$ cat src/rtl/core/tsrp_pkg.sv
// ----------------------------------------------------------------------------
// Trapezoid step-rate profile: shared package
// Widths, limits, codes, configuration record and controller handshake types.
// ----------------------------------------------------------------------------
package tsrp_pkg;

   // Timer and ramp limits
   localparam int unsigned TIMER_CLOCK_HZ  = 1000000;
   localparam int unsigned FASTEST_PERIOD  = 50;
   localparam int unsigned SLOWEST_PERIOD  = 5000;
   localparam int unsigned LOW_SPEED_LIMIT = 100;

   // Field widths
   localparam int unsigned RATE_W   = 21;
   localparam int unsigned SPEED_W  = 20;
   localparam int unsigned POS_W    = 32;
   localparam int unsigned STEP_W   = 16;
   localparam int unsigned PERIOD_W = 16;

   localparam int unsigned RATE_MAX    = (2 ** RATE_W) - 1;
   localparam int unsigned ACCEL_LIMIT = TIMER_CLOCK_HZ / FASTEST_PERIOD;
   localparam int unsigned DECEL_LIMIT = TIMER_CLOCK_HZ / SLOWEST_PERIOD;

   // Period divider: (2*clock + rate) / (2*rate), one quotient bit per cycle
   localparam int unsigned TWO_CLOCK = 2 * TIMER_CLOCK_HZ;
   localparam int unsigned DIV_W     = RATE_W + 1;
   localparam int unsigned NUM_W     = $clog2(TWO_CLOCK + RATE_MAX + 1);
   localparam int unsigned CNT_W     = $clog2(NUM_W);

   // Register file
   localparam int unsigned CSR_COUNT  = 7;
   localparam int unsigned CSR_ADDR_W = $clog2(CSR_COUNT) + 2;
   localparam int unsigned CSR_DATA_W = 32;

   typedef enum logic [2:0] {
      CSR_DIRECTION    = 3'd0,
      CSR_TARGET_POS   = 3'd1,
      CSR_TARGET_SPEED = 3'd2,
      CSR_ACCEL_END    = 3'd3,
      CSR_DECEL_START  = 3'd4,
      CSR_ACCEL_STEP   = 3'd5,
      CSR_DECEL_STEP   = 3'd6
   } tsrp_csr_index_type;

   typedef enum logic [1:0] {
      REQ_TICK      = 2'd0,
      REQ_START     = 2'd1,
      REQ_EXT_STOP  = 2'd2,
      REQ_SLOW_STOP = 2'd3
   } tsrp_req_kind_type;

   typedef enum logic [1:0] {
      PH_IDLE  = 2'd0,
      PH_ACCEL = 2'd1,
      PH_CONST = 2'd2,
      PH_DECEL = 2'd3
   } tsrp_phase_type;

   typedef enum logic [1:0] {
      STOP_NONE     = 2'd0,
      STOP_TARGET   = 2'd1,
      STOP_EXTERNAL = 2'd2,
      STOP_SLOW     = 2'd3
   } tsrp_stop_type;

   typedef struct packed {
      logic                      direction_backward;
      logic signed [POS_W-1:0]   target_position;
      logic [SPEED_W-1:0]        target_speed;
      logic signed [POS_W-1:0]   accel_end_point;
      logic signed [POS_W-1:0]   decel_start_point;
      logic [STEP_W-1:0]         accel_step;
      logic [STEP_W-1:0]         decel_step;
   } tsrp_cfg_type;

   // Controller to datapath
   typedef struct packed {
      logic capture;
      logic update;
      logic div_step;
      logic out_load;
   } tsrp_cmd_type;

   // Datapath to controller
   typedef struct packed {
      logic div_last;
   } tsrp_sts_type;

   // A position is past a mark when it has reached it in the direction of travel.
   function automatic logic tsrp_past(input logic backward,
                                      input logic signed [POS_W-1:0] pos,
                                      input logic signed [POS_W-1:0] mark);
      tsrp_past = backward ? (pos <= mark) : (pos >= mark);
   endfunction

endpackage

$ cat src/rtl/core/tsrp_req_if.sv
// ----------------------------------------------------------------------------
// Trapezoid step-rate profile: request channel
// Valid/ready channel carrying one request transaction.
// ----------------------------------------------------------------------------
interface tsrp_req_if;
   import tsrp_pkg::*;

   logic                    valid;
   logic                    ready;
   logic [1:0]              req_type;
   logic [SPEED_W-1:0]      start_rate;
   logic signed [POS_W-1:0] position_steps;
   logic signed [POS_W-1:0] position_um;
   logic [SPEED_W-1:0]      measured_speed;

   modport source (
      output valid, req_type, start_rate, position_steps, position_um, measured_speed,
      input  ready
   );

   modport sink (
      input  valid, req_type, start_rate, position_steps, position_um, measured_speed,
      output ready
   );

endinterface

$ cat src/rtl/core/tsrp_rsp_if.sv
// ----------------------------------------------------------------------------
// Trapezoid step-rate profile: response channel
// Valid/ready channel carrying one result transaction.
// ----------------------------------------------------------------------------
interface tsrp_rsp_if;
   import tsrp_pkg::*;

   logic                valid;
   logic                ready;
   logic [PERIOD_W-1:0] period;
   logic                period_written;
   logic                pulses_on;
   logic [1:0]          phase;
   logic [1:0]          stop_cause;

   modport source (
      output valid, period, period_written, pulses_on, phase, stop_cause,
      input  ready
   );

   modport sink (
      input  valid, period, period_written, pulses_on, phase, stop_cause,
      output ready
   );

endinterface

$ cat src/rtl/core/trapezoid_step_rate_profile.sv
// ----------------------------------------------------------------------------
// Trapezoid step-rate profile generator
// One-axis stepper ramp: accelerate, constant, decelerate, stop at target.
// ----------------------------------------------------------------------------
// Usage:
//   req_if carries one request transaction: a profile tick, a move start, an
//   external stop or a slow-stop tick, with the current axis position and the
//   measured speed. Every request gives exactly one result transaction on
//   rsp_if: the timer period for the new step rate, whether it changed, the
//   phase and the stop cause.
//   The APB-style port sets direction, target, ramp points and ramp steps;
//   the user writes it only while no request is outstanding, and the block
//   itself does not enforce this. The serial period divider gives one
//   quotient bit per cycle, and one request is handled at a time: a new
//   request is taken only once the previous result has been loaded into
//   the output register.
//   The result sits in an output register: a new request is accepted while
//   an earlier result waits, but that request's result is held back until
//   the receiver has taken the earlier one.
//   Synchronous reset returns the axis to idle with a step rate of one and
//   the registers to their reset values.
// ----------------------------------------------------------------------------
module trapezoid_step_rate_profile (
   input  logic                             clock,
   input  logic                             reset,
   tsrp_req_if.sink                         req_if,
   tsrp_rsp_if.source                       rsp_if,
   input  logic                             psel,
   input  logic                             penable,
   input  logic                             pwrite,
   input  logic [tsrp_pkg::CSR_ADDR_W-1:0]  paddr,
   input  logic [tsrp_pkg::CSR_DATA_W-1:0]  pwdata,
   output logic [tsrp_pkg::CSR_DATA_W-1:0]  prdata,
   output logic                             pready
);
   import tsrp_pkg::*;

   tsrp_cfg_type cfg;
   tsrp_cmd_type cmd;
   tsrp_sts_type sts;

   tsrp_csr u_csr (
      .clock   (clock),
      .reset   (reset),
      .psel    (psel),
      .penable (penable),
      .pwrite  (pwrite),
      .paddr   (paddr),
      .pwdata  (pwdata),
      .prdata  (prdata),
      .pready  (pready),
      .cfg     (cfg)
   );

   tsrp_ctrl u_ctrl (
      .clock     (clock),
      .reset     (reset),
      .req_valid (req_if.valid),
      .req_ready (req_if.ready),
      .rsp_valid (rsp_if.valid),
      .rsp_ready (rsp_if.ready),
      .cmd       (cmd),
      .sts       (sts)
   );

   tsrp_datapath u_datapath (
      .clock              (clock),
      .reset              (reset),
      .cmd                (cmd),
      .sts                (sts),
      .cfg                (cfg),
      .in_req_type        (req_if.req_type),
      .in_start_rate      (req_if.start_rate),
      .in_position_steps  (req_if.position_steps),
      .in_position_um     (req_if.position_um),
      .in_measured_speed  (req_if.measured_speed),
      .out_period         (rsp_if.period),
      .out_period_written (rsp_if.period_written),
      .out_pulses_on      (rsp_if.pulses_on),
      .out_phase          (rsp_if.phase),
      .out_stop_cause     (rsp_if.stop_cause)
   );

`ifndef SYNTHESIS
   // Only one request is in flight at a time.
   a_one_in_flight: assert property (@(posedge clock) disable iff (reset)
      (req_if.valid && req_if.ready) |=> !req_if.ready)
      else $error("request accepted while another was in flight");

   // The saturated period never reaches zero.
   a_period_nonzero: assert property (@(posedge clock) disable iff (reset)
      rsp_if.valid |-> (rsp_if.period != '0))
      else $error("period of zero delivered");

   // Pulses run exactly while the axis is not idle.
   a_pulses_phase: assert property (@(posedge clock) disable iff (reset)
      rsp_if.valid |-> (rsp_if.pulses_on == (rsp_if.phase != PH_IDLE)))
      else $error("pulses_on disagrees with phase");

   // Any stop leaves the axis idle.
   a_stop_idle: assert property (@(posedge clock) disable iff (reset)
      (rsp_if.valid && (rsp_if.stop_cause != STOP_NONE)) |-> (rsp_if.phase == PH_IDLE))
      else $error("stop reported while axis still moving");
`endif

endmodule

$ cat src/rtl/core/tsrp_csr.sv
// ----------------------------------------------------------------------------
// Trapezoid step-rate profile: register file
// APB-style configuration registers with zero wait states.
// ----------------------------------------------------------------------------
module tsrp_csr (
   input  logic                               clock,
   input  logic                               reset,
   input  logic                               psel,
   input  logic                               penable,
   input  logic                               pwrite,
   input  logic [tsrp_pkg::CSR_ADDR_W-1:0]    paddr,
   input  logic [tsrp_pkg::CSR_DATA_W-1:0]    pwdata,
   output logic [tsrp_pkg::CSR_DATA_W-1:0]    prdata,
   output logic                               pready,
   output tsrp_pkg::tsrp_cfg_type             cfg
);
   import tsrp_pkg::*;

   tsrp_cfg_type       cfg_ff;
   tsrp_cfg_type       cfg_in;
   tsrp_csr_index_type csr_index;
   logic               wr_en;

   assign pready    = 1'b1;
   assign wr_en     = psel && penable && pwrite;
   assign csr_index = tsrp_csr_index_type'(paddr[CSR_ADDR_W-1:2]);

   always_comb begin
      cfg_in = cfg_ff;
      if (wr_en) begin
         case (csr_index)
            CSR_DIRECTION:    cfg_in.direction_backward = pwdata[0];
            CSR_TARGET_POS:   cfg_in.target_position    = pwdata[POS_W-1:0];
            CSR_TARGET_SPEED: cfg_in.target_speed       = pwdata[SPEED_W-1:0];
            CSR_ACCEL_END:    cfg_in.accel_end_point    = pwdata[POS_W-1:0];
            CSR_DECEL_START:  cfg_in.decel_start_point  = pwdata[POS_W-1:0];
            CSR_ACCEL_STEP:   cfg_in.accel_step         = pwdata[STEP_W-1:0];
            CSR_DECEL_STEP:   cfg_in.decel_step         = pwdata[STEP_W-1:0];
            default: ;
         endcase
      end
   end

   always_ff @(posedge clock) begin
      if (reset) begin
         cfg_ff.direction_backward <= 1'b0;
         cfg_ff.target_position    <= '0;
         cfg_ff.target_speed       <= '0;
         cfg_ff.accel_end_point    <= '0;
         cfg_ff.decel_start_point  <= '0;
         cfg_ff.accel_step         <= STEP_W'(1);
         cfg_ff.decel_step         <= STEP_W'(1);
      end else begin
         cfg_ff <= cfg_in;
      end
   end

   always_comb begin
      case (csr_index)
         CSR_DIRECTION:    prdata = CSR_DATA_W'(cfg_ff.direction_backward);
         CSR_TARGET_POS:   prdata = cfg_ff.target_position;
         CSR_TARGET_SPEED: prdata = CSR_DATA_W'(cfg_ff.target_speed);
         CSR_ACCEL_END:    prdata = cfg_ff.accel_end_point;
         CSR_DECEL_START:  prdata = cfg_ff.decel_start_point;
         CSR_ACCEL_STEP:   prdata = CSR_DATA_W'(cfg_ff.accel_step);
         CSR_DECEL_STEP:   prdata = CSR_DATA_W'(cfg_ff.decel_step);
         default:          prdata = '0;
      endcase
   end

   assign cfg = cfg_ff;

endmodule

$ cat src/rtl/core/tsrp_ctrl.sv
// ----------------------------------------------------------------------------
// Trapezoid step-rate profile: controller
// Sequences capture, profile update, period division and result hand-off.
// ----------------------------------------------------------------------------
module tsrp_ctrl (
   input  logic                   clock,
   input  logic                   reset,
   input  logic                   req_valid,
   output logic                   req_ready,
   output logic                   rsp_valid,
   input  logic                   rsp_ready,
   output tsrp_pkg::tsrp_cmd_type cmd,
   input  tsrp_pkg::tsrp_sts_type sts
);
   import tsrp_pkg::*;

   typedef enum logic [3:0] {
      ST_IDLE    = 4'b0001,
      ST_UPDATE  = 4'b0010,
      ST_DIVIDE  = 4'b0100,
      ST_DELIVER = 4'b1000
   } tsrp_state_type;

   tsrp_state_type state_ff;
   tsrp_state_type state_in;
   logic           rsp_valid_ff;
   logic           rsp_valid_in;
   logic           out_free;

   // The output register is free when empty or being taken in this cycle.
   assign out_free  = !rsp_valid_ff || rsp_ready;
   assign req_ready = (state_ff == ST_IDLE);
   assign rsp_valid = rsp_valid_ff;

   always_comb begin
      state_in     = state_ff;
      cmd          = '0;
      rsp_valid_in = rsp_valid_ff && !rsp_ready;
      case (state_ff)
         ST_IDLE: begin
            if (req_valid) begin
               cmd.capture = 1'b1;
               state_in    = ST_UPDATE;
            end
         end
         ST_UPDATE: begin
            cmd.update = 1'b1;
            state_in   = ST_DIVIDE;
         end
         ST_DIVIDE: begin
            cmd.div_step = 1'b1;
            if (sts.div_last) begin
               state_in = ST_DELIVER;
            end
         end
         ST_DELIVER: begin
            if (out_free) begin
               cmd.out_load = 1'b1;
               rsp_valid_in = 1'b1;
               state_in     = ST_IDLE;
            end
         end
         default: begin
            state_in = ST_IDLE;
         end
      endcase
   end

   always_ff @(posedge clock) begin
      if (reset) begin
         state_ff     <= ST_IDLE;
         rsp_valid_ff <= 1'b0;
      end else begin
         state_ff     <= state_in;
         rsp_valid_ff <= rsp_valid_in;
      end
   end

endmodule

$ cat src/rtl/core/tsrp_datapath.sv
// ----------------------------------------------------------------------------
// Trapezoid step-rate profile: datapath
// Phase and rate update, serial period divider and output register.
// ----------------------------------------------------------------------------
module tsrp_datapath (
   input  logic                                 clock,
   input  logic                                 reset,
   input  tsrp_pkg::tsrp_cmd_type               cmd,
   output tsrp_pkg::tsrp_sts_type               sts,
   input  tsrp_pkg::tsrp_cfg_type               cfg,
   input  logic [1:0]                           in_req_type,
   input  logic [tsrp_pkg::SPEED_W-1:0]         in_start_rate,
   input  logic signed [tsrp_pkg::POS_W-1:0]    in_position_steps,
   input  logic signed [tsrp_pkg::POS_W-1:0]    in_position_um,
   input  logic [tsrp_pkg::SPEED_W-1:0]         in_measured_speed,
   output logic [tsrp_pkg::PERIOD_W-1:0]        out_period,
   output logic                                 out_period_written,
   output logic                                 out_pulses_on,
   output logic [1:0]                           out_phase,
   output logic [1:0]                           out_stop_cause
);
   import tsrp_pkg::*;

   // Captured request
   tsrp_req_kind_type       kind_ff;
   logic [SPEED_W-1:0]      start_rate_ff;
   logic signed [POS_W-1:0] pos_steps_ff;
   logic signed [POS_W-1:0] pos_um_ff;
   logic [SPEED_W-1:0]      meas_ff;

   // Profile state
   tsrp_phase_type          phase_ff;
   tsrp_phase_type          phase_in;
   logic [RATE_W-1:0]       rate_ff;
   logic [RATE_W-1:0]       rate_in;
   logic                    written_ff;
   logic                    written_in;
   tsrp_stop_type           cause_ff;
   tsrp_stop_type           cause_in;

   // Divider
   logic [DIV_W-1:0]        den_ff;
   logic [DIV_W-1:0]        den_in;
   logic [DIV_W-1:0]        rem_ff;
   logic [DIV_W-1:0]        rem_in;
   logic [NUM_W-1:0]        quo_ff;
   logic [NUM_W-1:0]        quo_in;
   logic [CNT_W-1:0]        cnt_ff;
   logic [CNT_W-1:0]        cnt_in;

   // Output register
   logic [PERIOD_W-1:0]     period_ff;
   logic                    out_written_ff;
   tsrp_phase_type          out_phase_ff;
   tsrp_stop_type           out_cause_ff;

   logic                    accel_ok;
   logic                    decel_ok;
   logic [RATE_W:0]         rate_sum;
   logic [RATE_W-1:0]       rate_acc;
   logic [RATE_W-1:0]       rate_dec;
   logic                    meas_low;
   logic                    past_accel;
   logic                    past_decel;
   logic                    past_target;
   logic [RATE_W-1:0]       div_rate;
   logic [DIV_W:0]          rem_shift;
   logic                    quo_bit;
   logic [PERIOD_W-1:0]     period_sat;

   // Ramp arithmetic on the stored rate
   assign accel_ok = 32'(rate_ff) <= ACCEL_LIMIT;
   assign decel_ok = 32'(rate_ff) >= DECEL_LIMIT;
   assign rate_sum = (RATE_W + 1)'(rate_ff) + (RATE_W + 1)'(cfg.accel_step);
   assign rate_acc = rate_sum[RATE_W] ? RATE_W'(RATE_MAX) : rate_sum[RATE_W-1:0];
   assign rate_dec = (rate_ff > RATE_W'(cfg.decel_step)) ?
                     (rate_ff - RATE_W'(cfg.decel_step)) : '0;
   assign meas_low    = 32'(meas_ff) <= LOW_SPEED_LIMIT;
   assign past_accel  = tsrp_past(cfg.direction_backward, pos_steps_ff, cfg.accel_end_point);
   assign past_decel  = tsrp_past(cfg.direction_backward, pos_steps_ff, cfg.decel_start_point);
   assign past_target = tsrp_past(cfg.direction_backward, pos_um_ff, cfg.target_position);

   // Profile update. A phase entered during a tick is handled in the same tick.
   always_comb begin
      phase_in   = phase_ff;
      rate_in    = rate_ff;
      written_in = written_ff;
      cause_in   = cause_ff;
      if (cmd.update) begin
         written_in = 1'b0;
         cause_in   = STOP_NONE;
         case (kind_ff)
            REQ_START: begin
               rate_in    = RATE_W'(start_rate_ff);
               phase_in   = PH_ACCEL;
               written_in = 1'b1;
            end
            REQ_EXT_STOP: begin
               phase_in = PH_IDLE;
               cause_in = STOP_EXTERNAL;
            end
            REQ_SLOW_STOP: begin
               if (phase_ff != PH_IDLE) begin
                  if (meas_low) begin
                     phase_in = PH_IDLE;
                     cause_in = STOP_SLOW;
                  end else begin
                     phase_in = PH_DECEL;
                     if (decel_ok) begin
                        rate_in    = rate_dec;
                        written_in = 1'b1;
                     end
                  end
               end
            end
            REQ_TICK: begin
               if (phase_ff != PH_IDLE) begin
                  if (phase_ff == PH_ACCEL) begin
                     if ((meas_ff >= cfg.target_speed) || past_accel) begin
                        phase_in = PH_CONST;
                     end else if (accel_ok) begin
                        rate_in    = rate_acc;
                        written_in = 1'b1;
                     end
                  end
                  if (past_target) begin
                     phase_in = PH_IDLE;
                     cause_in = STOP_TARGET;
                  end else begin
                     if ((phase_in == PH_CONST) && past_decel) begin
                        phase_in = PH_DECEL;
                     end
                     // Reached only when the rate was not raised in this tick.
                     if ((phase_in == PH_DECEL) && decel_ok) begin
                        rate_in    = rate_dec;
                        written_in = 1'b1;
                     end
                  end
               end
            end
            default: ;
         endcase
      end
   end

   // Restoring division of (2*clock + rate) by 2*rate, rate taken as at least 1.
   assign div_rate  = (rate_in == '0) ? RATE_W'(1) : rate_in;
   assign rem_shift = {rem_ff, quo_ff[NUM_W-1]};
   assign quo_bit   = rem_shift >= {1'b0, den_ff};

   always_comb begin
      den_in = den_ff;
      rem_in = rem_ff;
      quo_in = quo_ff;
      cnt_in = cnt_ff;
      if (cmd.update) begin
         den_in = {div_rate, 1'b0};
         rem_in = '0;
         quo_in = NUM_W'(TWO_CLOCK) + NUM_W'(div_rate);
         cnt_in = '0;
      end else if (cmd.div_step) begin
         rem_in = quo_bit ? DIV_W'(rem_shift - {1'b0, den_ff}) : rem_shift[DIV_W-1:0];
         quo_in = {quo_ff[NUM_W-2:0], quo_bit};
         cnt_in = cnt_ff + CNT_W'(1);
      end
   end

   assign sts.div_last = (cnt_ff == CNT_W'(NUM_W - 1));

   always_comb begin
      if (|quo_ff[NUM_W-1:PERIOD_W]) begin
         period_sat = '1;
      end else if (quo_ff[PERIOD_W-1:0] == '0) begin
         period_sat = PERIOD_W'(1);
      end else begin
         period_sat = quo_ff[PERIOD_W-1:0];
      end
   end

   always_ff @(posedge clock) begin
      if (reset) begin
         phase_ff <= PH_IDLE;
         rate_ff  <= RATE_W'(1);
         cnt_ff   <= '0;
      end else begin
         phase_ff <= phase_in;
         rate_ff  <= rate_in;
         cnt_ff   <= cnt_in;
      end
   end

   always_ff @(posedge clock) begin
      written_ff <= written_in;
      cause_ff   <= cause_in;
      den_ff     <= den_in;
      rem_ff     <= rem_in;
      quo_ff     <= quo_in;
      if (cmd.capture) begin
         kind_ff       <= tsrp_req_kind_type'(in_req_type);
         start_rate_ff <= in_start_rate;
         pos_steps_ff  <= in_position_steps;
         pos_um_ff     <= in_position_um;
         meas_ff       <= in_measured_speed;
      end
      if (cmd.out_load) begin
         period_ff      <= period_sat;
         out_written_ff <= written_ff;
         out_phase_ff   <= phase_ff;
         out_cause_ff   <= cause_ff;
      end
   end

   assign out_period         = period_ff;
   assign out_period_written = out_written_ff;
   assign out_pulses_on      = (out_phase_ff != PH_IDLE);
   assign out_phase          = out_phase_ff;
   assign out_stop_cause     = out_cause_ff;

endmodule

$ cat src/flat_wrapper.sv
// flat-port wrapper written by rule: the top's interface ports become plain ports
module trapezoid_step_rate_profile_flat import tsrp_pkg::*;
  (clock, reset, psel, penable, pwrite, paddr, pwdata, prdata, pready, req_if_valid, req_if_req_type, req_if_start_rate, req_if_position_steps, req_if_position_um, req_if_measured_speed, req_if_ready, rsp_if_valid, rsp_if_period, rsp_if_period_written, rsp_if_pulses_on, rsp_if_phase, rsp_if_stop_cause, rsp_if_ready);
  tsrp_req_if req_if_i ();
  tsrp_rsp_if rsp_if_i ();
  input  logic clock;
  input  logic reset;
  input  logic psel;
  input  logic penable;
  input  logic pwrite;
  input  logic [tsrp_pkg::CSR_ADDR_W-1:0] paddr;
  input  logic [tsrp_pkg::CSR_DATA_W-1:0] pwdata;
  output logic [tsrp_pkg::CSR_DATA_W-1:0] prdata;
  output logic pready;
  input wire logic [$bits(req_if_i.valid)-1:0] req_if_valid;
  input wire logic [$bits(req_if_i.req_type)-1:0] req_if_req_type;
  input wire logic [$bits(req_if_i.start_rate)-1:0] req_if_start_rate;
  input wire logic [$bits(req_if_i.position_steps)-1:0] req_if_position_steps;
  input wire logic [$bits(req_if_i.position_um)-1:0] req_if_position_um;
  input wire logic [$bits(req_if_i.measured_speed)-1:0] req_if_measured_speed;
  output wire logic [$bits(req_if_i.ready)-1:0] req_if_ready;
  output wire logic [$bits(rsp_if_i.valid)-1:0] rsp_if_valid;
  output wire logic [$bits(rsp_if_i.period)-1:0] rsp_if_period;
  output wire logic [$bits(rsp_if_i.period_written)-1:0] rsp_if_period_written;
  output wire logic [$bits(rsp_if_i.pulses_on)-1:0] rsp_if_pulses_on;
  output wire logic [$bits(rsp_if_i.phase)-1:0] rsp_if_phase;
  output wire logic [$bits(rsp_if_i.stop_cause)-1:0] rsp_if_stop_cause;
  input wire logic [$bits(rsp_if_i.ready)-1:0] rsp_if_ready;
  assign req_if_i.valid = req_if_valid;
  assign req_if_i.req_type = req_if_req_type;
  assign req_if_i.start_rate = req_if_start_rate;
  assign req_if_i.position_steps = req_if_position_steps;
  assign req_if_i.position_um = req_if_position_um;
  assign req_if_i.measured_speed = req_if_measured_speed;
  assign req_if_ready = req_if_i.ready;
  assign rsp_if_valid = rsp_if_i.valid;
  assign rsp_if_period = rsp_if_i.period;
  assign rsp_if_period_written = rsp_if_i.period_written;
  assign rsp_if_pulses_on = rsp_if_i.pulses_on;
  assign rsp_if_phase = rsp_if_i.phase;
  assign rsp_if_stop_cause = rsp_if_i.stop_cause;
  assign rsp_if_i.ready = rsp_if_ready;
  trapezoid_step_rate_profile u_core (.clock(clock), .reset(reset), .req_if(req_if_i), .rsp_if(rsp_if_i), .psel(psel), .penable(penable), .pwrite(pwrite), .paddr(paddr), .pwdata(pwdata), .prdata(prdata), .pready(pready));
endmodule
$ cat config.mk
export PLATFORM = sky130hd
export DESIGN_NAME = trapezoid_step_rate_profile_flat
export DESIGN_NICKNAME = d
export VERILOG_FILES = /design/src/rtl/core/tsrp_pkg.sv /design/src/rtl/core/tsrp_req_if.sv /design/src/rtl/core/tsrp_rsp_if.sv /design/src/rtl/core/trapezoid_step_rate_profile.sv /design/src/rtl/core/tsrp_csr.sv /design/src/rtl/core/tsrp_ctrl.sv /design/src/rtl/core/tsrp_datapath.sv /design/src/flat_wrapper.sv
export SDC_FILE = /design/constraint.sdc
export NUM_CORES = 1
export LEC_CHECK = 0
export BUFFER_PORTS_ARGS = -buffer_cell sky130_fd_sc_hd__buf_2
export CAP_MARGIN = 20
export CELL_PAD_IN_SITES_DETAIL_PLACEMENT = 2
export CELL_PAD_IN_SITES_GLOBAL_PLACEMENT = 2
export CORE_MARGIN = 8
export CORE_UTILIZATION = 40
export DETAILED_ROUTE_END_ITERATION = 10
export PLACE_DENSITY_LB_ADDON = 0.2
export SKIP_CTS_REPAIR_TIMING = 1
export SLEW_MARGIN = 5
export SYNTH_ARGS = -nofsm -noshare
export SYNTH_HDL_FRONTEND = slang
export SYNTH_SLANG_ARGS = --single-unit
$ cat constraint.sdc
create_clock -name clock -period 14.1 [get_ports clock]
set_clock_uncertainty 0.05 [all_clocks]
set_input_delay 1.41 -clock clock [delete_from_list [all_inputs] [get_ports clock]]
set_output_delay 1.41 -clock clock [all_outputs]
set_load 0.02 [all_outputs]
After elaboration in Yosys (flattened, before gate mapping)
Cells that the tools add are included.
{"block": "totals", "ff_bits": 377, "out_inout_bits": 57, "wordCells": 158}
{"block": "op_classes", "addsub": 5, "magnitude_cmp": 12, "n_eq_ne": 22, "n_mux": 64, "n_reduce_logical": 28}
{"operator": "21-bit two-way mux", "n": 13}
{"operator": "32-bit case mux with 7 select lines", "n": 1}
{"operator": "32-bit greater-or-equal comparator", "n": 3}
{"operator": "32-bit less-or-equal comparator", "n": 3}
{"operator": "22-bit two-way mux", "n": 3}
{"operator": "21-bit case mux with 3 select lines", "n": 1}
{"operator": "2-bit two-way mux", "n": 16}
{"operator": "23-bit by 22-bit greater-or-equal comparator with 1-bit output", "n": 1}
{"operator": "21-bit by 16-bit adder with 22-bit output", "n": 1}
{"operator": "21-bit by 21-bit adder with 22-bit output (first input constant)", "n": 1}
{"operator": "1-bit two-way mux", "n": 22}
{"operator": "22-bit subtractor", "n": 1}
{"operator": "21-bit by 8-bit greater-or-equal comparator with 1-bit output (second input constant)", "n": 1}
{"operator": "21-bit by 16-bit greater-than comparator with 1-bit output", "n": 1}
{"operator": "21-bit by 15-bit less-or-equal comparator with 1-bit output (second input constant)", "n": 1}
{"operator": "21-bit logical NOT", "n": 1}
{"operator": "21-bit by 16-bit subtractor with 21-bit output", "n": 1}
{"operator": "20-bit greater-or-equal comparator", "n": 1}
{"operator": "20-bit by 7-bit less-or-equal comparator with 1-bit output (second input constant)", "n": 1}
{"operator": "16-bit logical NOT", "n": 1}
{"operator": "16-bit two-way mux", "n": 1}
{"operator": "4-bit case mux with 4 select lines", "n": 1}
{"operator": "2-bit AND reduction", "n": 7}
{"operator": "4-bit two-way mux", "n": 3}
{"operator": "other kinds (26)", "n": 45}

Depth between registers and ports, before layout
Gate-level depths: netlist of the first run.
{"block": "logic_depth", "depth_word": 26, "mapped_depth": 21, "ltp_nobuf": 20}

By module
A second synthesis of the first run with hierarchy kept.
{"block": "unflattened", "hier_cells": 2293, "hier_area_um2": 22664.2}
{"mod": "tsrp_datapath", "n_inst": 1, "cells_per_inst": 1570, "area_per_inst_um2": 15190.8}
{"mod": "tsrp_csr", "n_inst": 1, "cells_per_inst": 693, "area_per_inst_um2": 7204.4}
{"mod": "tsrp_ctrl", "n_inst": 1, "cells_per_inst": 30, "area_per_inst_um2": 269.0}

Worst setup path after synthesis of the first run
No wires, ideal clock.
{"block": "synth_path", "path_kind": "register to register", "startpoint": "register u_core.u_datapath.pos_steps_ff[19]", "endpoint": "register u_core.u_datapath.quo_ff[17] (data pin)", "arrival_time_ps": 4227, "required_ps": 13786, "slack_ps": 9559, "stages_incl_launch_ff": 20, "n_path_buf": 1, "period_less_slack_ps": 4541, "cell_sequence": "edfxtp_1 > ha_1 > a21oi_1 > o21ai_1 > a221o_1 > a2111oi_4 > nand3_2 > a21o_1 > a32o_1 > buf_4 > a221oi_2 > o21ai_1 > inv_1 > ha_1 > inv_1 > a2bb2oi_1 > or4b_4 > a21boi_2 > xnor2_1 > o21ai_1"}
{"block": "synth_between", "elab_chain_len": 26}
{"item": "start: declaration", "line": "tsrp_datapath.sv:27", "rtl": "logic signed [POS_W-1:0] pos_steps_ff;"}
{"item": "start signal: assignment", "line": "tsrp_datapath.sv:201", "rtl": "pos_steps_ff <= in_position_steps;"}
{"item": "32-bit greater-or-equal comparator / 32-bit less-or-equal comparator (equally long branches)", "line": "tsrp_pkg.sv:93", "rtl": "tsrp_past = backward ? (pos <= mark) : (pos >= mark);"}
{"item": "1-bit two-way mux", "line": "tsrp_pkg.sv:93"}
{"item": "1-bit logical OR", "line": "tsrp_datapath.sv:119", "rtl": "if ((meas_ff >= cfg.target_speed) || past_accel) begin"}
{"item": "2-bit two-way mux", "line": "tsrp_datapath.sv:119"}
{"item": "2-bit two-way mux", "line": "tsrp_datapath.sv:118", "rtl": "if (phase_ff == PH_ACCEL) begin"}
{"item": "2-bit two-way mux", "line": "tsrp_datapath.sv:117", "rtl": "if (phase_ff != PH_IDLE) begin"}
{"item": "2-bit two-way mux", "line": "tsrp_datapath.sv:92", "rtl": "case (kind_ff)"}
{"item": "2-bit two-way mux", "line": "tsrp_datapath.sv:89", "rtl": "if (cmd.update) begin"}
{"item": "[12 not listed]"}
{"item": "21-bit case mux with 3 select lines (*)", "line": "tsrp_datapath.sv:92"}
{"item": "21-bit two-way mux (*)", "line": "tsrp_datapath.sv:89"}
{"item": "21-bit logical NOT", "line": "tsrp_datapath.sv:147", "rtl": "assign div_rate = (rate_in == '0) ? RATE_W'(1) : rate_in;"}
{"item": "21-bit two-way mux (*)", "line": "tsrp_datapath.sv:147"}
{"item": "via u_core.u_datapath.div_rate[8]", "line": "tsrp_datapath.sv:66", "rtl": "logic [RATE_W-1:0] div_rate;"}
{"item": "21-bit by 21-bit adder with 22-bit output (*)", "line": "tsrp_datapath.sv:159", "rtl": "quo_in = NUM_W'(TWO_CLOCK) + NUM_W'(div_rate);"}
{"item": "22-bit two-way mux (*)", "line": "tsrp_datapath.sv:156", "rtl": "if (cmd.update) begin"}
{"item": "via u_core.u_datapath.quo_in[17]", "line": "tsrp_datapath.sv:47", "rtl": "logic [NUM_W-1:0] quo_in;"}
{"item": "end signal: assignment", "line": "tsrp_datapath.sv:197", "rtl": "quo_ff <= quo_in;"}
{"item": "end: declaration", "line": "tsrp_datapath.sv:46", "rtl": "logic [NUM_W-1:0] quo_ff;"}
The timed path passes the listed nets; every way through them passes the cells marked *. The select of a mux whose other input is x is not followed.
A chain may end at the register's enable or synchronous reset.

Worst setup path after layout of the first run
{"block": "layout_path", "startpoint": "register u_core.u_csr.cfg_ff (netlist bit u_core.u_csr.cfg[147])", "endpoint": "register u_core.u_datapath.quo_ff[20] (data pin)"}
{"block": "layout_between", "elab_chain_len": 10}
{"item": "start: declaration", "line": "tsrp_csr.sv:19", "rtl": "tsrp_cfg_type cfg_ff;"}
{"item": "start signal: assignment", "line": "tsrp_csr.sv:54", "rtl": "cfg_ff <= cfg_in;"}
{"item": "32-bit greater-or-equal comparator / 32-bit less-or-equal comparator (equally long branches)", "line": "tsrp_pkg.sv:93"}
{"item": "1-bit two-way mux (*)", "line": "tsrp_pkg.sv:93"}
{"item": "21-bit two-way mux (*)", "line": "tsrp_datapath.sv:126", "rtl": "if (past_target) begin"}
{"item": "21-bit two-way mux (*)", "line": "tsrp_datapath.sv:117"}
{"item": "21-bit case mux with 3 select lines (*)", "line": "tsrp_datapath.sv:92"}
{"item": "21-bit two-way mux (*)", "line": "tsrp_datapath.sv:89"}
{"item": "21-bit logical NOT", "line": "tsrp_datapath.sv:147"}
{"item": "21-bit two-way mux (*)", "line": "tsrp_datapath.sv:147"}
{"item": "21-bit by 21-bit adder with 22-bit output (*)", "line": "tsrp_datapath.sv:159"}
{"item": "22-bit two-way mux (*)", "line": "tsrp_datapath.sv:156"}
{"item": "via u_core.u_datapath.quo_in[20]", "line": "tsrp_datapath.sv:47"}
The timed path passes the listed nets; every way through them passes the cells marked *.

==> results.json, run 1 <==
{
  "status": "finished, final reports clean",
  "root_buffer": "clkbuf_16",
  "layout-drive-gt1-share_pct": 14.1,
  "dr.pass1.iters": 6,
  "dieArea_mm2": 0.0607,
  "leakage_nw": 9.28,
  "p_per_area_mw_per_mm2": 117,
  "crit_path_max_fanout": 11,
  "gp_congestion": 0.915,
  "switching_share_pct": 29.8,
  "wirelength_um": 88100,
  "combPwrFrac_pct": 16.5,
  "hold_depth": 0,
  "netlist_top_cells_area": "edfxtp_1 24%, dfxtp_1 19%, ha_1 10%, nand2_1 7.9%, a21oi_1 5.8%",
  "ys_warn_count": 0,
  "relSlewSlack_pct": 17.9,
  "fmax_mhz": 151,
  "ys_ff_latch": 377,
  "worstMarginPinSlew_ns": 1.22,
  "yosys-top-cells-count": "447 x nand2_1, 248 x a21oi_1, 204 x dfxtp_1, 197 x inv_1, 177 x ha_1",
  "vias": 19400,
  "n_antenna_cell": 0,
  "synth_edf_count": 173,
  "avgRoutedWirePerCell_um": 26.8,
  "clkLatencyLatePin_ns": 0.61,
  "die_x_um": 246,
  "grtUsageTotal_pct": 28.5,
  "viasPerCell": 5.91,
  "worst-r2r-cell-count": 14,
  "p_seq_share_pct": 44.2,
  "synth_fp_nets": 2711,
  "regToRegSetupSlack_ns": 7.49,
  "syn_to_final_growth_pct": 14.9,
  "initial_core_util_pct": 40.4,
  "intPower_w": 0.00201,
  "fin_crit_sh_pct": 46.8,
  "yosys.area.top_type": "edfxtp_1",
  "synth_top_flop_cell": "dfxtp_1",
  "hold-path-endpoint": "u_core.u_datapath.out_stop_cause[1]",
  "dp_hpwl_um": 65800,
  "drt_iter0_drc": 1039,
  "maxSlewViolCount": 0,
  "rows": 84,
  "port_buffers": 203,
  "r2r_start": "u_core.u_csr.cfg[147]",
  "start_kind": "register",
  "cts_buffers": 45,
  "yosys.cell_types.count": 97,
  "grt_pass1_wl_um": 133000,
  "arrival_ns": 6.87,
  "min_from": "u_core.u_datapath.cause_ff[1]",
  "hp-class": "reg2reg",
  "synth_area_mm2": 0.0212,
  "clock_sinks": 377,
  "core_mm2": 0.0526,
  "ir_drop_v": 0.0000836,
  "finalSetupViolations": 0,
  "rr_endpoint": "u_core.u_datapath.quo_ff[20]",
  "h-tree-depth": 2,
  "grt_start_max_net_pins": 85,
  "grt-ovfl-total": 0,
  "grt_pass1_vias": 21800,
  "die_h_um": 246,
  "crit_type": "reg2reg",
  "tns_ns": 0,
  "cts_tree": "yes",
  "pwr-share-clk_pct": 39.3,
  "final.min_clock_period_ns": 6.61,
  "path_clk_slew_ns": 0.06,
  "max-cap-violations": 0,
  "hold_violations": 0,
  "postRouteAntennaNets": 0,
  "netlist_instances": 2381,
  "p_switching_w": 0.000853,
  "cp-end-kind": "register",
  "cts_buffer_depth": 3,
  "layout.nets": 2890,
  "syn_area_per_cell_um2": 8.92,
  "async_reset_ff_share_pct": 0,
  "synth-seq-area-share_pct": 43.7,
  "io_pins": 207,
  "grt_antenna_before_repair": 2,
  "hold_slack_ns": 0.372,
  "yosysMostFrequentCell": "nand2_1",
  "drc": 0,
  "grt_setup_unrepaired": "no",
  "worstPathRequired_ns": 14.37,
  "netlist.area_leader.share_pct": 24.5
}
==> final cells by class <==
cell class                 count  area (um^2)
sequential                   377         9280
clock inverter                24          143
timing repair buffer         235         1260
multi-input combinational   1704        10900
tap                          688          861
fill                        5743        28100
clock buffer                  60         1260
inverter                     197          739
==> cells in the final DEF (no fill, tap or decap), types with 37 or more instances in the layout <==
cell and instances:
nand3_1 44, buf_2 202, dfxtp_1 204, nand4_1 37, inv_1 197, edfxtp_1 173, mux2i_1 37, clkbuf_16 45
a21oi_1 248, o21ai_0 102, nand2_1 447, a22oi_1 62, nor2_1 100, ha_1 177
==> power groups by stage <==
stage          Sequential, W  Combinational [W]  Clock [W]
2_1_floorplan        0.00127           0.000288          0
3_3_place_gp         0.00128           0.000425          0
3_5_place_dp         0.00129           0.000460          0
4_1_cts              0.00126           0.000471    0.00115
5_1_grt              0.00127           0.000511    0.00119
6_report             0.00126           0.000473    0.00113
==> how the worst max path moves through the flow <==
stage	startpoint	end	slack, ns	cells past startpoint
after floorplan	u_core.u_datapath.pos_steps_ff[19]	u_core.u_datapath.quo_ff[17]	9.56	19
after global placement	u_core.u_csr.cfg[147]	u_core.u_datapath.quo_ff[0]	7.92	15
after detailed placement	u_core.u_csr.cfg[147]	u_core.u_datapath.quo_ff[21]	7.74	15
after CTS	u_core.u_csr.cfg[147]	u_core.u_datapath.quo_ff[20]	7.56	14
after global routing	u_core.u_csr.cfg[147]	u_core.u_datapath.quo_ff[20]	7.24	14
final	u_core.u_csr.cfg[147]	u_core.u_datapath.quo_ff[20]	7.49	14
==> state kept, by name (all words and copies together) (netlist names), 4 cells and up <==
name / flops
u_core.u_csr.cfg: 149
u_core.u_ctrl.state_ff: 4
u_core.u_datapath.cnt_ff: 5
u_core.u_datapath.den_ff: 21
u_core.u_datapath.meas_ff: 20
u_core.u_datapath.out_period: 16
u_core.u_datapath.pos_steps_ff: 32
u_core.u_datapath.pos_um_ff: 32
u_core.u_datapath.quo_ff: 22
u_core.u_datapath.rate_ff: 21
u_core.u_datapath.rem_ff: 22
u_core.u_datapath.start_rate_ff: 20
==> cell families (layout without fill, tap and decap cells) <==
kind of cell / Yosys count / after routing / synth area share (%)
buf+inv: 300 / 516 / 5.51
fa+ha+maj: 180 / 180 / 10.7
mux: 39 / 39 / 1.90
compound gates: 618 / 618 / 18.5
simple gates: 813 / 813 / 17.5
flops: 377 / 377 / 43.7
other cells: 1 / 1 / 0.0176
xor+xnor: 53 / 53 / 2.18
==> per-stage QoR <==
step                      power, W  worst slack, ns  cells  cell area [um^2]  utilization [%]
after floorplan            0.00156             9.56   2381             21200                -
after global placement     0.00171             7.92   3199             23000             43.7
after detailed placement   0.00175             7.74   3200             23000             43.7
after CTS                  0.00288             7.56   3284             24400             46.4
after global routing       0.00297             7.24   3285             24400             46.5
final                      0.00286             7.49   3285             24400             46.5
==> layer usage <==
layer / part of all wire (%) / vias to the layer above / GRT usage (%) / wire length (um)
li1: - / 8828 / - / -
met4: 4.8 / 4 / 12.7 / 4260
met2: 50 / 535 / 50.8 / 44500
met1: 40 / 9874 / 33.4 / 35300
met3: 4.6 / 181 / 4.30 / 4050
met5: 0.031 / - / 0 / 27
==> critical path, stage by stage (launching register included) <==
cell	delay, ns
dfxtp_1	0.38
inv_1	0.07
ha_1	0.38
nand4_1	0.22
nor4_2	0.88
o41ai_2	0.44
a21oi_1	0.25
o21ai_1	0.22
nor2_1	0.86
nand2_1	0.62
a221o_1	0.50
a22oi_1	0.66
nand3_1	0.26
nor3b_1	0.38
o31ai_1	0.14
(Power assumes the default switching activity.)
==> run 2, diff against run 1 <==
CORE_UTILIZATION = 34   (was 40)
clock period = 5.8 ns   (was 14.1 ns; I/O delays follow)
==> results.json, run 2 (synthesis gave the netlist of run 1 again) <==
{
  "status": "finished, final reports clean",
  "grt_pass1_wl_um": 132000,
  "ir_drop_v": 0.000223,
  "final.min_clock_period_ns": 5.52,
  "crit_cells": 18,
  "h-tree-depth": 2,
  "path_cells": "inv_1 > ha_1 > a21oi_1 > nand2_1 > a21o_1 > o41ai_2 > nand2_1 > mux2i_4 > o311ai_0 > o21ai_1 > inv_1 > ha_1 > inv_1 > a2bb2oi_1 > or4b_4 > a21boi_2 > xnor2_1 > o21ai_1",
  "utilization_pct": 40.5,
  "p_switching_w": 0.00206,
  "fin_ws_ns": 0.281,
  "start_kind": "register",
  "largest_reg_flops": 149,
  "hold_slack_ns": 0.103,
  "fin_crit_sh_pct": 95.2,
  "cp-end-kind": "register",
  "postRouteAntennaNets": 0,
  "die_x_um": 266,
  "place_ws_ns": 0.269,
  "startpoint": "u_core.u_csr.cfg[130]",
  "cts_buffer_depth": 3,
  "slowest_delay_ns": 0.93,
  "worstPathRequired_ns": 6.07,
  "hold_violations": 0,
  "viasPerCell": 5.54,
  "p_seq_share_pct": 42.8,
  "fmax_mhz": 181,
  "grt_pass1_vias": 21300,
  "crit_slowest_cell": "o41ai_2",
  "n_fill_cell": 6909,
  "crit_path_frequent_cell": "inv_1",
  "rows": 91,
  "die_h_um": 266,
  "grt_start_max_net_pins": 92,
  "syn_to_final_growth_pct": 17.7,
  "cts_buffers": 45,
  "cts_tree": "yes",
  "vias": 19200,
  "clkLatencyLatePin_ns": 0.60,
  "clock_sinks": 377,
  "gp_congestion": 0.944,
  "crit_buf_inv": 3,
  "root_buffer": "clkbuf_16",
  "leakage_nw": 9.53,
  "combPwrFrac_pct": 16.1,
  "final_common_cell": "nand2_1",
  "dr.pass1.iters": 5,
  "avgRoutedWirePerCell_um": 25.4,
  "port_buffers": 203,
  "cpLargestDelayFamily": "compound AO/OA/AOI/OAI gates",
  "wirelength_um": 88200,
  "regToRegSetupSlack_ns": 0.28,
  "arrival_ns": 5.79,
  "path_clk_slew_ns": 0.06,
  "crit_type": "reg2reg",
  "worstMarginPinSlew_ns": 1.08,
  "crit_end": "u_core.u_datapath.quo_ff[17]",
  "switching_share_pct": 28.7,
  "dieArea_mm2": 0.0707,
  "relSlewSlack_pct": 27.8,
  "finalSetupViolations": 0,
  "drc": 0,
  "layout.nets": 2927,
  "drt_iter0_drc": 947,
  "grtUsageTotal_pct": 24.3,
  "intPower_w": 0.00510,
  "grt_antenna_before_repair": 2,
  "layout-drive-gt1-share_pct": 15.6,
  "tns_ns": 0,
  "pwr-share-clk_pct": 41.2,
  "layout_common_cells": "446 x nand2_1, 248 x a21oi_1, 204 x dfxtp_1",
  "r2r_start": "u_core.u_csr.cfg[130]",
  "worst-r2r-cell-count": 18,
  "grt-ovfl-total": 0,
  "max-cap-violations": 0,
  "initial_core_util_pct": 34.4,
  "core_mm2": 0.0617,
  "p_per_area_mw_per_mm2": 286,
  "hp-class": "in2reg",
  "grt_setup_unrepaired": "no",
  "io_pins": 207,
  "maxSlewViolCount": 0,
  "rr_endpoint": "u_core.u_datapath.quo_ff[17]",
  "dp_hpwl_um": 66900,
  "crit_path_max_fanout": 10
}
[run 2: metrics by stage]
step | power [W] | cell area, um^2 | instances
floorplan | 0.00378 | 21200 | 2381
global placement | 0.00419 | 23500 | 3387
detailed placement | 0.00426 | 23500 | 3387
CTS | 0.00724 | 25000 | 3471
global route | 0.00745 | 25000 | 3471
finish | 0.00716 | 25000 | 3472
[run 2: power by group through the flow]
| stage | clock, W | combinational [W] | sequential (W) |
|---|---|---|---|
| after global placement | 0 | 0.00108 | 0.00311 |
| after CTS | 0.00302 | 0.00115 | 0.00306 |
| after detailed placement | 0 | 0.00114 | 0.00312 |
| after global routing | 0.00312 | 0.00126 | 0.00307 |
| after floorplan | 0 | 0.000701 | 0.00308 |
| final | 0.00295 | 0.00115 | 0.00306 |
[run 2: area by class of cell]
class / instances / area (um^2) / share of cell area (%)
clock buffers: 67 / 1340 / 5.37
repair buffers: 272 / 1540 / 6.15
multi-input cells: 1704 / 10900 / 43.5
diodes: 1 / 2.50 / 0.0100
flip-flops and latches: 377 / 9280 / 37.1
clock inverters: 17 / 189 / 0.756
well taps: 837 / 1050 / 4.19
inverters: 197 / 739 / 2.96
[run 2: metal layers]
layer	vias to the layer above	track usage [%]	part of all wire, %
met2	434	43.9	50
met4	2	9.77	4.2
met3	159	3.07	3.7
li1	8882	-	-
met5	-	0	0.015
met1	9752	28.9	42
[run 2: worst min-delay path by stage]
stage / start / cells past startpoint / slack [ns] / end
after CTS: req_if_position_um[0] / 1 / 0.07 / u_core.u_datapath.pos_um_ff[0]
after floorplan: u_core.u_datapath.written_ff / 0 / 0.35 / u_core.u_datapath.out_period_written
after global placement: u_core.u_datapath.cause_ff[0] / 0 / 0.36 / u_core.u_datapath.out_stop_cause[0]
after global routing: req_if_position_um[25] / 1 / 0.08 / u_core.u_datapath.pos_um_ff[25]
after detailed placement: u_core.u_datapath.cause_ff[0] / 0 / 0.36 / u_core.u_datapath.out_stop_cause[0]
final: req_if_position_um[0] / 1 / 0.10 / u_core.u_datapath.pos_um_ff[0]
==> run 3, diff against run 2 <==
CORE_UTILIZATION = 37   (was 34)
clock period = 5.5 ns   (was 5.8 ns; I/O delays follow)
==> results.json, run 3 (synthesis gave the netlist of run 1 again) <==
{
  "grt_antenna_before_repair": 1,
  "io_pins": 207,
  "vias": 19600,
  "hp-class": "in2reg",
  "finalSetupViolations": 0,
  "dr.pass1.iters": 5,
  "switching_share_pct": 29.1,
  "drt_iter0_drc": 1005,
  "hold_violations": 0,
  "crit_path_max_fanout": 9,
  "cts_buffer_depth": 3,
  "pwr-share-clk_pct": 40.8,
  "n_fill_cell": 6327,
  "layout-drive-gt1-share_pct": 17.2,
  "viasPerCell": 5.68,
  "final_common_cell": "nand2_1",
  "avgRoutedWirePerCell_um": 26.1,
  "final.min_clock_period_ns": 5.24,
  "core_mm2": 0.0573,
  "fin_ws_ns": 0.262,
  "cts_tree": "yes",
  "root_buffer": "clkbuf_16",
  "grt-busiest-layer": "met2",
  "grt_start_max_net_pins": 81,
  "combPwrFrac_pct": 16.5,
  "gp_congestion": 0.943,
  "postRouteAntennaNets": 0,
  "hold_slack_ns": 0.0765,
  "max-cap-violations": 0,
  "regToRegSetupSlack_ns": 0.26,
  "use_met3_pct": 3.76,
  "met2_usage_pct": 48.3,
  "cts_buffers": 46,
  "port_buffers": 203,
  "relSlewSlack_pct": 33.5,
  "placed_cells": 3363,
  "crit_end": "u_core.u_datapath.quo_ff[17]",
  "grtUsageTotal_pct": 26.8,
  "start_kind": "register",
  "place_ws_ns": -0.0145,
  "p_per_area_mw_per_mm2": 299,
  "rows": 88,
  "tns_ns": 0,
  "die_x_um": 256,
  "initial_core_util_pct": 37.1,
  "maxSlewViolCount": 0,
  "worst-r2r-cell-count": 20,
  "p_seq_share_pct": 42.7,
  "seqCellArea_mm2": 0.00928,
  "fin_cells": 3449,
  "r2r_start": "u_core.u_datapath.pos_steps_ff[27]",
  "worstPathRequired_ns": 5.77,
  "path_clk_slew_ns": 0.06,
  "wirelength_um": 90200,
  "drc": 0,
  "grt_pass1_vias": 21800,
  "multi_input_area_mm2": 0.0109,
  "largest_reg_flops": 149,
  "ir_drop_v": 0.000241,
  "status": "finished, final reports clean",
  "grt_pass1_wl_um": 136000,
  "clkLatencyLatePin_ns": 0.60,
  "grt-ovfl-total": 0,
  "worstMarginPinSlew_ns": 0.997,
  "die_h_um": 256,
  "crit_type": "reg2reg",
  "gr-usage-met1_pct": 31.4,
  "syn_to_final_growth_pct": 19.1,
  "layout.nets": 2977,
  "cp-end-kind": "register",
  "arrival_ns": 5.51,
  "dieArea_mm2": 0.0653,
  "fmax_mhz": 191,
  "layout_common_cells": "446 x nand2_1, 248 x a21oi_1, 204 x dfxtp_1",
  "intPower_w": 0.00536,
  "fin_crit_sh_pct": 95.2,
  "rr_endpoint": "u_core.u_datapath.quo_ff[17]",
  "dp_hpwl_um": 68600,
  "h-tree-depth": 2,
  "n_antenna_cell": 0,
  "p_switching_w": 0.00220,
  "leakage_nw": 9.77,
  "startpoint": "u_core.u_datapath.pos_steps_ff[27]",
  "clock_sinks": 377
}
-- run 3: final cells by class --
type / count / share of cell area [%]
clock buffers: 66 / 5.31
clock inverters: 19 / 0.643
inverters: 197 / 2.92
multi-input cells: 1704 / 43.1
flip-flops and latches: 377 / 36.7
well taps: 765 / 3.78
repair buffers: 321 / 7.61
-- run 3: per-layer routing --
layer / vias to the layer above / share of wire, %
met4: 2 / 4.7
met2: 484 / 50
li1: 8998 / -
met5: - / 0.016
met3: 190 / 4.1
met1: 9914 / 41
-- run 3: worst max-delay path: stages, from the launching register on --
cell       delay, ns
edfxtp_1        0.43
ha_1            0.35
nand4_1         0.23
nor4_2          0.43
and3_1          0.30
o31ai_1         0.13
a31oi_1         0.26
o21ai_1         0.24
a32o_2          0.43
buf_4           0.19
a221oi_2        0.28
o21ai_1         0.13
inv_1           0.10
ha_1            0.14
inv_1           0.05
a2bb2oi_1       0.14
buf_4           0.16
or4b_4          0.50
a21boi_2        0.20
xnor2_1         0.14
o21ai_1         0.07
-- run 3: metrics by stage --
| step | power (W) | util (%) | area, um^2 |
|---|---|---|---|
| 6_report | 0.00756 | 44.2 | 25300 |
| 2_1_floorplan | 0.00399 | - | 21200 |
| 3_3_place_gp | 0.00442 | 41.5 | 23700 |
| 5_1_grt | 0.00784 | 44.2 | 25300 |
| 4_1_cts | 0.00762 | 44.1 | 25200 |
| 3_5_place_dp | 0.00450 | 41.5 | 23700 |
-- run 3: worst min path at each step --
stage | from | cells after the start | end | slack [ns]
finish | req_if_position_steps[25] | 1 | u_core.u_datapath.pos_steps_ff[25] | 0.08
global route | req_if_position_um[22] | 1 | u_core.u_datapath.pos_um_ff[22] | 0.06
CTS | req_if_start_rate[9] | 1 | u_core.u_datapath.start_rate_ff[9] | 0.04
detailed placement | u_core.u_datapath.cause_ff[0] | 0 | u_core.u_datapath.out_stop_cause[0] | 0.36
global placement | u_core.u_datapath.written_ff | 0 | u_core.u_datapath.out_period_written | 0.36
floorplan | u_core.u_datapath.written_ff | 0 | u_core.u_datapath.out_period_written | 0.35
-- run 3: power groups by stage --
stage,sequential (W),clock (W),combinational (W)
floorplan,0.00325,0,0.000739
global placement,0.00327,0,0.00115
detailed placement,0.00328,0,0.00122
CTS,0.00323,0.00315,0.00125
global route,0.00324,0.00324,0.00135
finish,0.00322,0.00308,0.00125
